--- config.mk ---
export PLATFORM = sky130hd
export DESIGN_NAME = lprl_ctrl
export DESIGN_NICKNAME = d
export VERILOG_FILES = /design/src/design/lprl_pkg.sv /design/src/design/lprl_ctrl.sv
export SDC_FILE = /design/constraint.sdc
export NUM_CORES = 1
export LEC_CHECK = 0
export BUFFER_PORTS_ARGS = -buffer_cell sky130_fd_sc_hd__buf_4
export CORE_AREA = 2 2 39 41
export CTS_CLUSTER_DIAMETER = 60
export DETAILED_ROUTE_END_ITERATION = 6
export DIE_AREA = 0 0 41 43
export GPL_ROUTABILITY_DRIVEN = 0
export GPL_TIMING_DRIVEN = 0
export PLACE_DENSITY = 0.3
export SETUP_SLACK_MARGIN = 0.15
export SYNTH_ARGS = -nofsm -noshare
export SYNTH_HDL_FRONTEND = slang
export SYNTH_SLANG_ARGS = --single-unit
--- constraint.sdc ---
create_clock -name clk -period 1.1 [get_ports clk]
set_input_delay 0.33 -clock clk [delete_from_list [all_inputs] [get_ports clk]]
set_output_delay 0.33 -clock clk [all_outputs]
set_load 0.005 [all_outputs]
--- src/design/lprl_pkg.sv ---
// ----------------------------------------------------------------------------
// lprl_pkg
// Shared types and constants for the longest-prefix route lookup block.
// ----------------------------------------------------------------------------
package lprl_pkg;

  localparam int ADDR_W   = 32;
  localparam int PORT_W   = 8;
  localparam int SLOT_W   = 10;   // width of the slot fields on the ports
  localparam int ACTIVE_W = 11;

  localparam logic CMD_WRITE  = 1'b0;
  localparam logic CMD_LOOKUP = 1'b1;

  typedef struct packed {
    logic [ADDR_W-1:0] prefix;
    logic [ADDR_W-1:0] mask;
    logic [ADDR_W-1:0] hop;
    logic [PORT_W-1:0] port;
  } route_entry_t;

  // controller -> datapath
  typedef struct packed {
    logic accept;     // input transaction taken this cycle
    logic issue;      // read the next table slot
    logic load_out;   // move the finished result into the output register
  } lprl_cmd_t;

  // datapath -> controller
  typedef struct packed {
    logic scan_done;  // every active slot has been issued
    logic busy;       // compare pipeline still holds a slot
  } lprl_stat_t;

endpackage

--- src/design/lprl_ctrl.sv ---
// ----------------------------------------------------------------------------
// lprl_ctrl
// Sequencer: takes one transaction, walks the table scan for a lookup, then
// hands the result to the output register.
// ----------------------------------------------------------------------------
module lprl_ctrl
  import lprl_pkg::*;
(
  input  logic       clk,
  input  logic       rst_n,
  input  logic       in_valid,
  input  logic       in_cmd,
  output logic       in_stall,
  output logic       out_valid,
  input  logic       out_stall,
  output lprl_cmd_t  cmd,
  input  lprl_stat_t stat
);

  typedef enum logic [1:0] {
    ST_IDLE,
    ST_SCAN,
    ST_FINISH
  } state_t;

  state_t state_r, state_nxt;
  logic   out_valid_r, out_valid_nxt;
  logic   out_free;

  assign out_free = !out_valid_r || !out_stall;
  assign in_stall = (state_r != ST_IDLE);
  assign out_valid = out_valid_r;

  always_comb begin
    state_nxt     = state_r;
    out_valid_nxt = out_valid_r && out_stall;
    cmd           = '0;
    unique case (state_r)
      ST_IDLE: begin
        if (in_valid) begin
          cmd.accept = 1'b1;
          state_nxt  = (in_cmd == CMD_LOOKUP) ? ST_SCAN : ST_FINISH;
        end
      end
      ST_SCAN: begin
        if (stat.scan_done) begin
          state_nxt = ST_FINISH;
        end else begin
          cmd.issue = 1'b1;
        end
      end
      ST_FINISH: begin
        // wait for the compare pipeline to empty and the output slot to free up
        if (!stat.busy && out_free) begin
          cmd.load_out  = 1'b1;
          out_valid_nxt = 1'b1;
          state_nxt     = ST_IDLE;
        end
      end
      default: state_nxt = ST_IDLE;
    endcase
  end

  always_ff @(posedge clk) begin
    if (!rst_n) begin
      state_r     <= ST_IDLE;
      out_valid_r <= 1'b0;
    end else begin
      state_r     <= state_nxt;
      out_valid_r <= out_valid_nxt;
    end
  end

endmodule

==> run summary <==
Worst hold slack = 0.335 ns
First-pass GRT wire length = 745 µm
Yosys cell types = 12
Worst skew pair latency = 0.24 ns
DRC Markers = 0
Layout cell share with drive strength beyond 1 = 0.697
Port buffer count = 11
Headroom to the max-slew limit = 0.818
Diodes inserted = 0
All-Layer GR Usage = 0.0651
Main synth FF type = dfxtp_1
Leak Pwr = 0.140 nW
Reg2reg end = state_r[1]
Yosys top cell by area = dfxtp_1
Total Wirelength = 428 µm
Vias in the first global route = 188
Initial antenna violation count = 0
Syn Area/Cell = 8.91 µm²
PwrDens = 1290 nW/µm²
Drt pass-1 iters = 2
H-tree depth = 1
Crit-path slowest cell = dfxtp_4
Hpwl dp = 339 µm
Worst hold start = rst_n
Power, Total = 0.411 mW
Root buffer cell = clkbuf_4
Clock-pin slew on the worst setup and hold paths = 0.04 ns
Die H = 43 µm
Synth area leaders = dfxtp_1, nor3b_1, nor2b_1, a21oi_1, a221oi_1
Post-synthesis net count = 24
Max frequency = 732 MHz
Fin nets = 41
Async SR Flop Fraction = 0
Gr ovfl total = 0
Clk sinks = 3
Post-synth EDFFs = 0
Top Ports = 12
Final Cycle Share = 1.24
Crit path required time = 0.77 ns
Vias per inst = 3.67
DR vias = 180
DRT antenna net count = 0
Min-Delay Path Depth = 2
Synth Register Bits = 3
Synth top cells by count = dfxtp_1, a21oi_1, nor2b_1, nor3b_1
Share of the synthesized area in the top cell type = 0.397
DR WL/cell = 8.73 µm
Placement Setup Slack = -0.164 ns
Core Rows = 14
Die width = 41 µm
Number of hold buffers added after CTS = 0
Tightest Hold Check Type = in -> reg
Initial Utilization = 0.109
CP Launch Type = flop
Final hold vios = 0
Slew @ Worst Pin = 0.273 ns
Worst path cell trace = and2b_2 -> nand2b_4 -> a21oi_2 -> buf_4
Max Transition Viols Final = 0
Count leader, synth = dfxtp_1
Worst Hold Path EP = state_r[0]
Final setup violation count = 4
Status = finished with violations
Mapped Area = 151 µm²
Max Cap Violations = 0
Die ar. = 1760 µm²
Worst setup margin = -0.266 ns
CTS tree = done
Initial DRC Count = 3
Critical-path maximum fanout = 5
Mapped Cells = 17
Area delta synth->final = 111%
Seq/Total Area, Yosys = 0.397
Final min period = 1.37 ns
Worst vdd ir = 0.328 mV
Setup TNS = -0.886 ns
RR Startpoint = state_r[1]
Number of synthesis warnings = 0
Clk buf depth = 2
Crit Path Class = reg -> out
Total CTS buffers = 3
Final Core Density = 0.231
Reg2reg path depth = 3
Clock skew = 0.00701 ns
RSZ-0062 raised after global routing = yes
Pin count of the biggest net entering global routing = 6
Arr. time, crit path = 1.04 ns
Core Region = 1380 µm²
Critical Path End Type = primary output
Failing checks = setup timing
Reg2reg setup slack = 0.09 ns
Critical Path Max Stage Delay = 0.36 ns
==> flip-flops by register name, indices dropped and copies added (netlist names) <==
signal,flops
out_valid,1
state_r,2
==> repair_timing <==
action | in CTS | in global routing
gates resized for setup | 5 | 4
setup endpoints to repair | 5 | 6
buffers inserted | 0 | 1
pin swaps | 1 | 1
==> per-layer routing <==
metal | GRT usage | up-vias | share of wire
met4 | 0.0400 | 0 | 0
met5 | 0 | - | 0
met3 | 0.0471 | 0 | 0.13
li1 | - | 92 | -
met2 | 0.0750 | 11 | 0.37
met1 | 0.0831 | 77 | 0.50
==> final cells by class <==
cell class              count  area [µm²]
fillers                   159        1060
multi-input cells          14         113
repair buffers             12        93.8
flip-flops and latches      3        66.3
clock buffers               4        26.3
well taps                  16        20.0
==> power by group <==
group	switching, mW	internal [mW]	total [mW]
logic	0.0286	0.0547	0.0833
registers	0.00946	0.119	0.128
clock network	0.0632	0.136	0.200
total	0.101	0.310	0.411
==> worst max-delay path: cells and delay by family, from the launching register on <==
kind / cells / cell delay [ns]
simple gates: 2 / 0.24
flops: 1 / 0.36
buf+inv: 1 / 0.11
compound gates: 1 / 0.10
==> worst max-delay path by stage <==
stage,cells past startpoint,from,endpoint,slack (ns)
3_3_place_gp,5,stat[0],cmd[0],-0.16
6_report,4,state_r[1],cmd[0],-0.27
3_5_place_dp,5,stat[0],cmd[0],-0.16
5_1_grt,4,state_r[1],cmd[0],-0.31
4_1_cts,4,state_r[1],cmd[0],-0.28
2_1_floorplan,3,stat[0],cmd[0],0.07
==> cell families after synthesis <==
family | count (synthesis) | share of synthesized area
compound gates | 5 | 0.207
flops | 3 | 0.397
simple gates | 9 | 0.397
==> metrics by stage <==
step	cell area [µm²]	instances
2_1_floorplan	155	17
4_1_cts	298	48
5_1_grt	319	49
3_5_place_dp	258	44
3_3_place_gp	258	44
6_report	319	49
==> placed cells by master (no fill, tap or decap) <==
cell	synthesis	final
buf_4	0	11
clkbuf_4	0	3
nor2b_1	2	2
dfxtp_2	0	2
or2_1	1	1
nor3b_2	0	1
and2b_2	0	1
nand2b_4	0	1
a21oi_2	0	1
nor3b_1	2	1
nand2_1	1	1
nand2b_1	1	1
o21ai_0	1	1
a221oi_2	0	1
a21boi_0	1	1
a21oi_1	2	1
clkbuf_1	0	1
buf_6	0	1
dfxtp_4	0	1
(Power assumes the default switching activity.)
